<file path="src/rtl/bij_pkg.sv">
package bij_pkg;

  localparam int unsigned IvW   = 32;  // Q16.16 interval
  localparam int unsigned FacW  = 16;  // Q4.12 factors; random fraction is Q0.16
  localparam int unsigned MulAW = 36;  // widest multiplicand: spread half-width
  localparam int unsigned MulPW = MulAW + FacW;
  localparam int unsigned CfgIdxW = 4;

  localparam logic [FacW-1:0] OneQ412 = 16'd4096;

  typedef enum logic [CfgIdxW-1:0] {
    REG_MIN_INTERVAL    = 4'd0,
    REG_MAX_INTERVAL    = 4'd1,
    REG_GROWTH_FACTOR   = 4'd2,
    REG_JITTER_FRACTION = 4'd3
  } cfg_reg_e;

  typedef enum logic {
    CMD_DRAW  = 1'b0,
    CMD_RESET = 1'b1
  } cmd_e;

  typedef struct packed {
    logic [IvW-1:0]  min_interval;
    logic [IvW-1:0]  max_interval;
    logic [FacW-1:0] growth_factor;
    logic [FacW-1:0] jitter_fraction;
    logic            restart;  // set in the cycle after a register write
  } cfg_t;

endpackage

</file>
<file path="src/rtl/backoff_interval_jitter_top.sv">
// Channel  Handshake                  Payload
// in       in_valid_i / in_stall_o    cmd_i, random_fraction_i
// out      out_valid_o / out_stall_i  resend_delay_o
// cfg      cfg_valid_i / cfg_ready_o  cfg_index_i, cfg_data_i
//
// Between accept and the next accept a draw makes three passes through
// the one 36x16 multiplier (I*J, half*r, I*B), a grow step and an output step.
// A reset command stays idle. Input stalls the cycle after a register write.
// Reset restores the register defaults and an interval of 0.5 s.
// A result waits in the output register while out_stall_i is high; the next
// item is still accepted, and its result waits in the output step.
module backoff_interval_jitter_top
  import bij_pkg::*;
(
  input  logic               clk_i,
  input  logic               rst_ni,
  input  logic               in_valid_i,
  output logic               in_stall_o,
  input  logic               cmd_i,
  input  logic [FacW-1:0]    random_fraction_i,
  output logic               out_valid_o,
  input  logic               out_stall_i,
  output logic [IvW-1:0]     resend_delay_o,
  input  logic               cfg_valid_i,
  output logic               cfg_ready_o,
  input  logic [CfgIdxW-1:0] cfg_index_i,
  input  logic [IvW-1:0]     cfg_data_i
);

  cfg_t cfg;

  bij_cfg u_cfg (
    .clk_i       (clk_i),
    .rst_ni      (rst_ni),
    .cfg_valid_i (cfg_valid_i),
    .cfg_ready_o (cfg_ready_o),
    .cfg_index_i (cfg_index_i),
    .cfg_data_i  (cfg_data_i),
    .cfg_o       (cfg)
  );

  bij_core u_core (
    .clk_i             (clk_i),
    .rst_ni            (rst_ni),
    .cfg_i             (cfg),
    .in_valid_i        (in_valid_i),
    .in_stall_o        (in_stall_o),
    .cmd_i             (cmd_i),
    .random_fraction_i (random_fraction_i),
    .out_valid_o       (out_valid_o),
    .out_stall_i       (out_stall_i),
    .resend_delay_o    (resend_delay_o)
  );

endmodule

</file>
<file path="src/rtl/bij_mul.sv">
module bij_mul
  import bij_pkg::*;
(
  input  logic              clk_i,
  input  logic              en_i,
  input  logic [MulAW-1:0]  a_i,
  input  logic [FacW-1:0]   b_i,
  output logic [MulPW-1:0]  prod_o
);

  logic [MulPW-1:0] prod_q;

  always_ff @(posedge clk_i) begin
    if (en_i) begin
      prod_q <= MulPW'(a_i) * MulPW'(b_i);
    end
  end

  assign prod_o = prod_q;

endmodule

</file>
<file path="src/rtl/bij_cfg.sv">
module bij_cfg
  import bij_pkg::*;
(
  input  logic               clk_i,
  input  logic               rst_ni,
  input  logic               cfg_valid_i,
  output logic               cfg_ready_o,
  input  logic [CfgIdxW-1:0] cfg_index_i,
  input  logic [IvW-1:0]     cfg_data_i,
  output cfg_t               cfg_o
);

  logic [IvW-1:0]  min_q, min_d;
  logic [IvW-1:0]  max_q, max_d;
  logic [FacW-1:0] grow_q, grow_d;
  logic [FacW-1:0] jit_q, jit_d;
  logic            restart_q, restart_d;

  assign cfg_ready_o = 1'b1;

  always_comb begin
    min_d     = min_q;
    max_d     = max_q;
    grow_d    = grow_q;
    jit_d     = jit_q;
    restart_d = 1'b0;
    if (cfg_valid_i) begin
      restart_d = 1'b1;
      case (cfg_reg_e'(cfg_index_i))
        REG_MIN_INTERVAL:    min_d = cfg_data_i;
        REG_MAX_INTERVAL:    max_d = cfg_data_i;
        REG_GROWTH_FACTOR: begin
          // growth below 1.0 is pinned to 1.0
          grow_d = (cfg_data_i[FacW-1:0] < OneQ412) ? OneQ412 : cfg_data_i[FacW-1:0];
        end
        REG_JITTER_FRACTION: jit_d = cfg_data_i[FacW-1:0];
        default:             restart_d = 1'b0;  // unknown index: no effect
      endcase
    end
  end

  always_ff @(posedge clk_i or negedge rst_ni) begin
    if (!rst_ni) begin
      min_q     <= 32'd32768;
      max_q     <= 32'd983040;
      grow_q    <= 16'd6144;
      jit_q     <= 16'd2048;
      restart_q <= 1'b0;
    end else begin
      min_q     <= min_d;
      max_q     <= max_d;
      grow_q    <= grow_d;
      jit_q     <= jit_d;
      restart_q <= restart_d;
    end
  end

  assign cfg_o.min_interval    = min_q;
  assign cfg_o.max_interval    = max_q;
  assign cfg_o.growth_factor   = grow_q;
  assign cfg_o.jitter_fraction = jit_q;
  assign cfg_o.restart         = restart_q;

endmodule

</file>
<file path="src/rtl/bij_core.sv">
module bij_core
  import bij_pkg::*;
(
  input  logic            clk_i,
  input  logic            rst_ni,
  input  cfg_t            cfg_i,
  input  logic            in_valid_i,
  output logic            in_stall_o,
  input  logic            cmd_i,
  input  logic [FacW-1:0] random_fraction_i,
  output logic            out_valid_o,
  input  logic            out_stall_i,
  output logic [IvW-1:0]  resend_delay_o
);

  localparam int unsigned SumW = 39;  // signed I - half + offset

  typedef enum logic [5:0] {
    ST_IDLE = 6'b000001,
    ST_MJ   = 6'b000010,  // I * J
    ST_MR   = 6'b000100,  // half * r
    ST_MB   = 6'b001000,  // I * B, delay clamp
    ST_GR   = 6'b010000,  // grow interval
    ST_OUT  = 6'b100000
  } state_e;

  state_e            state_q, state_d;
  logic [IvW-1:0]    iv_q, iv_d;
  logic [FacW-1:0]   rnd_q, rnd_d;
  logic [MulAW-1:0]  half_q, half_d;
  logic [IvW-1:0]    dly_q, dly_d;
  logic              out_valid_q, out_valid_d;
  logic [IvW-1:0]    out_q, out_d;

  logic              in_acc;
  logic              mul_en;
  logic [MulAW-1:0]  mul_a;
  logic [FacW-1:0]   mul_b;
  logic [MulPW-1:0]  prod;
  logic [36:0]       offset;
  logic [MulAW-1:0]  grown;
  logic [IvW-1:0]    grown_sat;
  logic signed [SumW-1:0] sum;

  function automatic logic [IvW-1:0] clamp_iv(input logic signed [SumW-1:0] x,
                                              input logic [IvW-1:0] lo,
                                              input logic [IvW-1:0] hi);
    logic signed [SumW-1:0] lo_s;
    logic signed [SumW-1:0] hi_s;
    logic signed [SumW-1:0] y;
    lo_s = $signed({7'b0, lo});
    hi_s = $signed({7'b0, hi});
    y = (x < lo_s) ? lo_s : x;
    y = (y > hi_s) ? hi_s : y;  // max applied last, so it wins
    return y[IvW-1:0];
  endfunction

  bij_mul u_mul (
    .clk_i  (clk_i),
    .en_i   (mul_en),
    .a_i    (mul_a),
    .b_i    (mul_b),
    .prod_o (prod)
  );

  assign in_stall_o = (state_q != ST_IDLE) || cfg_i.restart;
  assign in_acc     = in_valid_i && !in_stall_o;

  assign offset    = prod[MulPW-1:15];
  assign grown     = prod[47:12];
  assign grown_sat = (|grown[MulAW-1:IvW]) ? {IvW{1'b1}} : grown[IvW-1:0];
  assign sum = $signed({7'b0, iv_q}) - $signed({3'b0, half_q}) + $signed({2'b0, offset});

  always_comb begin
    mul_en = 1'b0;
    mul_a  = {4'b0, iv_q};
    mul_b  = cfg_i.jitter_fraction;
    case (state_q)
      ST_MJ: mul_en = 1'b1;
      ST_MR: begin
        mul_en = 1'b1;
        mul_a  = prod[47:12];
        mul_b  = rnd_q;
      end
      ST_MB: begin
        mul_en = 1'b1;
        mul_b  = cfg_i.growth_factor;
      end
      default: mul_en = 1'b0;
    endcase
  end

  always_comb begin
    state_d     = state_q;
    iv_d        = iv_q;
    rnd_d       = rnd_q;
    half_d      = half_q;
    dly_d       = dly_q;
    out_valid_d = out_valid_q && out_stall_i;
    out_d       = out_q;
    if (cfg_i.restart) begin
      iv_d = cfg_i.min_interval;
    end
    case (state_q)
      ST_IDLE: begin
        if (in_acc) begin
          if (cmd_e'(cmd_i) == CMD_RESET) begin
            iv_d = cfg_i.min_interval;
          end else begin
            rnd_d   = random_fraction_i;
            state_d = ST_MJ;
          end
        end
      end
      ST_MJ: state_d = ST_MR;
      ST_MR: begin
        half_d  = prod[47:12];
        state_d = ST_MB;
      end
      ST_MB: begin
        dly_d   = clamp_iv(sum, cfg_i.min_interval, cfg_i.max_interval);
        state_d = ST_GR;
      end
      ST_GR: begin
        iv_d    = clamp_iv($signed({7'b0, grown_sat}), cfg_i.min_interval,
                           cfg_i.max_interval);
        state_d = ST_OUT;
      end
      ST_OUT: begin
        // wait for the output register to drain
        if (!out_valid_q || !out_stall_i) begin
          out_valid_d = 1'b1;
          out_d       = dly_q;
          state_d     = ST_IDLE;
        end
      end
      default: state_d = ST_IDLE;
    endcase
  end

  always_ff @(posedge clk_i or negedge rst_ni) begin
    if (!rst_ni) begin
      state_q     <= ST_IDLE;
      iv_q        <= 32'd32768;
      out_valid_q <= 1'b0;
    end else begin
      state_q     <= state_d;
      iv_q        <= iv_d;
      out_valid_q <= out_valid_d;
    end
  end

  always_ff @(posedge clk_i) begin
    rnd_q  <= rnd_d;
    half_q <= half_d;
    dly_q  <= dly_d;
    out_q  <= out_d;
  end

  assign out_valid_o    = out_valid_q;
  assign resend_delay_o = out_q;

  a_draw_starts: assert property (@(posedge clk_i) disable iff (!rst_ni)
    (in_acc && cmd_e'(cmd_i) == CMD_DRAW) |=> state_q == ST_MJ)
    else $error("accepted draw did not start the multiply sequence");

  a_reset_cmd: assert property (@(posedge clk_i) disable iff (!rst_ni)
    (in_acc && cmd_e'(cmd_i) == CMD_RESET)
      |=> (state_q == ST_IDLE && iv_q == $past(cfg_i.min_interval)))
    else $error("reset command did not restore the minimum interval");

  a_beat_from_seq: assert property (@(posedge clk_i) disable iff (!rst_ni)
    $rose(out_valid_q) |-> $past(state_q) == ST_OUT)
    else $error("result beat raised outside the output step");

  a_restart_idle: assert property (@(posedge clk_i) disable iff (!rst_ni)
    cfg_i.restart |=> iv_q == $past(cfg_i.min_interval))
    else $error("register write did not restart the interval");

endmodule
</file>
<file path="config.mk">
export PLATFORM = sky130hd
export DESIGN_NAME = backoff_interval_jitter_top
export DESIGN_NICKNAME = d
export VERILOG_FILES = /design/src/rtl/bij_pkg.sv /design/src/rtl/backoff_interval_jitter_top.sv /design/src/rtl/bij_mul.sv /design/src/rtl/bij_cfg.sv /design/src/rtl/bij_core.sv
export SDC_FILE = /design/constraint.sdc
export NUM_CORES = 2
export LEC_CHECK = 0
export BUFFER_PORTS_ARGS = -buffer_cell sky130_fd_sc_hd__buf_2
export CORE_MARGIN = 1.5
export CORE_UTILIZATION = 50
export CTS_BUF_LIST = sky130_fd_sc_hd__clkbuf_8
export DETAILED_ROUTE_END_ITERATION = 7
export GPL_TIMING_DRIVEN = 0
export PLACE_DENSITY = 0.68
export SLEW_MARGIN = 20
export SYNTH_ARGS = -nofsm -noshare
export SYNTH_HDL_FRONTEND = slang
export SYNTH_SLANG_ARGS = --single-unit
</file>
<file path="constraint.sdc">
create_clock -name clk_i -period 11.5 [get_ports clk_i]
set_input_delay 1.725 -clock clk_i [delete_from_list [all_inputs] [get_ports clk_i]]
set_output_delay 1.725 -clock clk_i [all_outputs]
set_load 0.02 [all_outputs]
</file>
==> qor.yml <==
clock_network:
  cts_sinks: 292
  numCtsBuffers: 53
  cts_tree: "done"
  clock_path_buffers: 3
  clkTransAtPathRegs_ps: 60
  postCtsSetupBuffers: 0
  htree_levels: 2
  clockRootBuffer: "clkbuf_8"
  clk_latency_ps: 680
yosys:
  synthArstFlopShare: 0.466
  syn_area_mm2: 0.0364
  ys_warn_count: 0
  synth_cells: 3985
  yosysSeqAreaShare: 0.223
  synth_edf_count: 156
  synthMuxAreaShare: 0.0408
  synth.distinct_cells: 81
  synth-simple-area-share: 0.144
  synth_top_family_by_area: "adder cells"
  synthAdderAreaFrac: 0.371
  synthFlopType: "edfxtp_1"
  synth-compound-area-share: 0.114
  postSynthNetCount: 4837
  avgSynthCellArea_um2: 9.13
  ys_ff_latch: 292
  synth-xor-area-share: 0.0260
setup_path:
  slowest_stage: "a2111oi_0"
  reg2reg_slack_ps: 460
  r2r_end: "u_core.dly_q[18]$_DFFE_PN_"
  startpoint_type: "flip-flop"
  critPathArrivalTime_ps: 11460
  cp.required_ps: 11920
  startpoint: "u_core.iv_q[19]$_DFF_PN0_"
  reg2reg_depth: 36
  critical_path.max_fanout: 10
  path_class: "reg2reg"
  setup.worst_path.end_class: "flip-flop"
  reg2reg_from: "u_core.iv_q[19]$_DFF_PN0_"
  slowest_delay_ps: 670
final_layout:
  drive_above_1_share: 0.0708
  fin_cells: 5130
  final_cell_mix: "nand2_1 (721), inv_1 (619), fa_1 (475), ha_1 (319), nor2_1 (227)"
  n_fill_cell: 6592
  multi_input_area_mm2: 0.0254
  regArea_mm2: 0.00810
  nets: 4990
  layout_commonest_cell: "nand2_1"
  syn_to_final_growth_pct: 7.79
floorplan:
  fp.dieH_um: 273
  initial_core_util: 0.507
  dieWidth_um: 273
  core_area_mm2: 0.0717
  num_io_pins: 93
  rows: 98
  die-area_mm2: 0.0744
timing:
  whs_ps: 410
  worst_slew_pin_slew_ps: 1310
  max_freq_mhz: 90.6
  rsz0062_at_grt: "false"
  maxSlewViolCount: 0
  relSlewSlack: 0.128
  setup_slack_ps: 463
  clock_skew_ps: 48.4
  setup-violations-final: 0
  period_needed_ps: 11040
  hold_viol: 0
  min_period_over_period: 0.960
detailed_routing:
  drc_errors: 0
  antenna_left: 0
  num_vias: 29686
  viasPerCell: 5.79
  firstDrtPassIters: 6
  initialDrtViolationCount: 3080
  avgRoutedWirePerCell_um: 22.8
  routed_wl_um: 117000
worst_hold_path:
  min_to: "u_core.resend_delay_o[1]$_DFFE_PP_"
  hold_class: "reg2reg"
  whs_path_depth: 0
  min_from: "u_core.dly_q[1]$_DFFE_PN_"
job:
  cap_violations: 0
grt:
  grt_usage: 0.321
  grt_overflow_total: 0
  grt_max_degree: 92
  first_global_vias: 29711
  grt_pass1_wl_um: 179000
  grt_antenna_before_repair: 3
placement:
  post-place-cells: 5033
  hpwlAfterDp_um: 97900
  portBuffers: 91
  routabilityCongestion: 0.989
  dpl_worst_slack_ps: -38.3
run_status:
  status: "finished, final reports clean"
## routing by layer
layer,global-route usage,vias up,routed length (µm)
met5,0,-,13
met4,0.126,2,5240
met2,0.489,1295,51300
li1,-,13317,-
met3,0.0671,259,10700
met1,0.447,14813,49900
## stage by stage
step,TNS (ps),util,instance area [µm²]
2_1_floorplan,0,-,36400
3_3_place_gp,-14320,0.530,38000
3_5_place_dp,-38.3,0.533,38200
4_1_cts,0,0.546,39200
5_1_grt,0,0.547,39200
6_report,0,0.547,39200
## critical path, delay by kind of cell, from the launching register on
kind	cells	cell delay, ps
xor gates and xnor gates	2	380
muxes	1	390
adders and majority gates	4	1300
and+or+nand+nor	6	1430
buffers and inverters	4	1160
DFF	1	600
AOI/OAI and AO/OA	19	5530
## kinds of logic after synthesis
| family | count (synthesis) |
|---|---|
| simple gates | 1214 |
| fa+ha+maj | 794 |
| buf+inv | 775 |
| compound gates | 662 |
| flops | 292 |
| mux | 139 |
| xor+xnor | 108 |
| other cells | 1 |
## final cells by class
cell class              count  share of cell area
multi-input cells        2918               0.649
flip-flops and latches    292               0.207
inverters                 598              0.0573
well taps                 950              0.0303
clock buffers              54              0.0190
plain buffers             177              0.0177
repair buffers             98              0.0149
clock inverters            42             0.00565
diodes                      1           0.0000638
## synthesized netlist by cell type (all sizes together) (9+ instances only)
master | n | share of area
xor2 | 42 | 0.010
and2 | 12 | 0.0021
nand2 | 721 | 0.074
buf | 20 | 0.0027
ha | 319 | 0.11
o211ai | 40 | 0.0083
and3 | 22 | 0.0038
a21oi | 191 | 0.026
o21ai | 172 | 0.024
nor2b | 33 | 0.0057
a211oi | 20 | 0.0043
o31ai | 40 | 0.0084
nor2 | 227 | 0.023
a31oi | 17 | 0.0033
mux2 | 73 | 0.023
dfrtp | 126 | 0.087
inv | 598 | 0.062
nor3 | 21 | 0.0029
a21o | 94 | 0.019
clkbuf | 157 | 0.016
nand2b | 58 | 0.010
o21a | 15 | 0.0031
mux2i | 66 | 0.018
a22oi | 13 | 0.0030
nand3 | 31 | 0.0043
edfxtp | 156 | 0.13
nand4 | 41 | 0.0072
xnor2 | 66 | 0.016
nor3b | 9 | 0.0019
dfstp | 10 | 0.0072
fa | 475 | 0.26
o21bai | 13 | 0.0028
## state kept, by name, summed over array words and instances (netlist names)
register	count
u_core.u_mul.prod_o	40
u_core.half_q	36
u_cfg.max_q	32
u_cfg.min_q	32
u_core.dly_q	32
u_core.iv_q	32
u_core.resend_delay_o	32
u_cfg.grow_q	16
u_cfg.jit_q	16
u_core.rnd_q	16
u_core.state_q	6
u_cfg.restart_q	1
u_core.out_valid_o	1
## timing repair
action	4_1_cts	5_1_grt
hold buffers	0	0
endpoints found under the setup margin	1	51
resized for setup	1	9
## worst max-delay path by stage
stage                                              endpoint  depth (start not counted)
final                            u_core.dly_q[18]$_DFFE_PN_                         36
after global placement    u_core.u_mul.prod_o[37]$_DFFE_PP_                         30
after global routing      u_core.u_mul.prod_o[46]$_DFFE_PP_                         34
after detailed placement  u_core.u_mul.prod_o[37]$_DFFE_PP_                         34
after CTS                 u_core.u_mul.prod_o[46]$_DFFE_PP_                         34
after floorplan           u_core.u_mul.prod_o[46]$_DFFE_PP_                         30
Power is not shown: default switching activity piles up to over one toggle a cycle in this logic, so the estimate is an artifact.
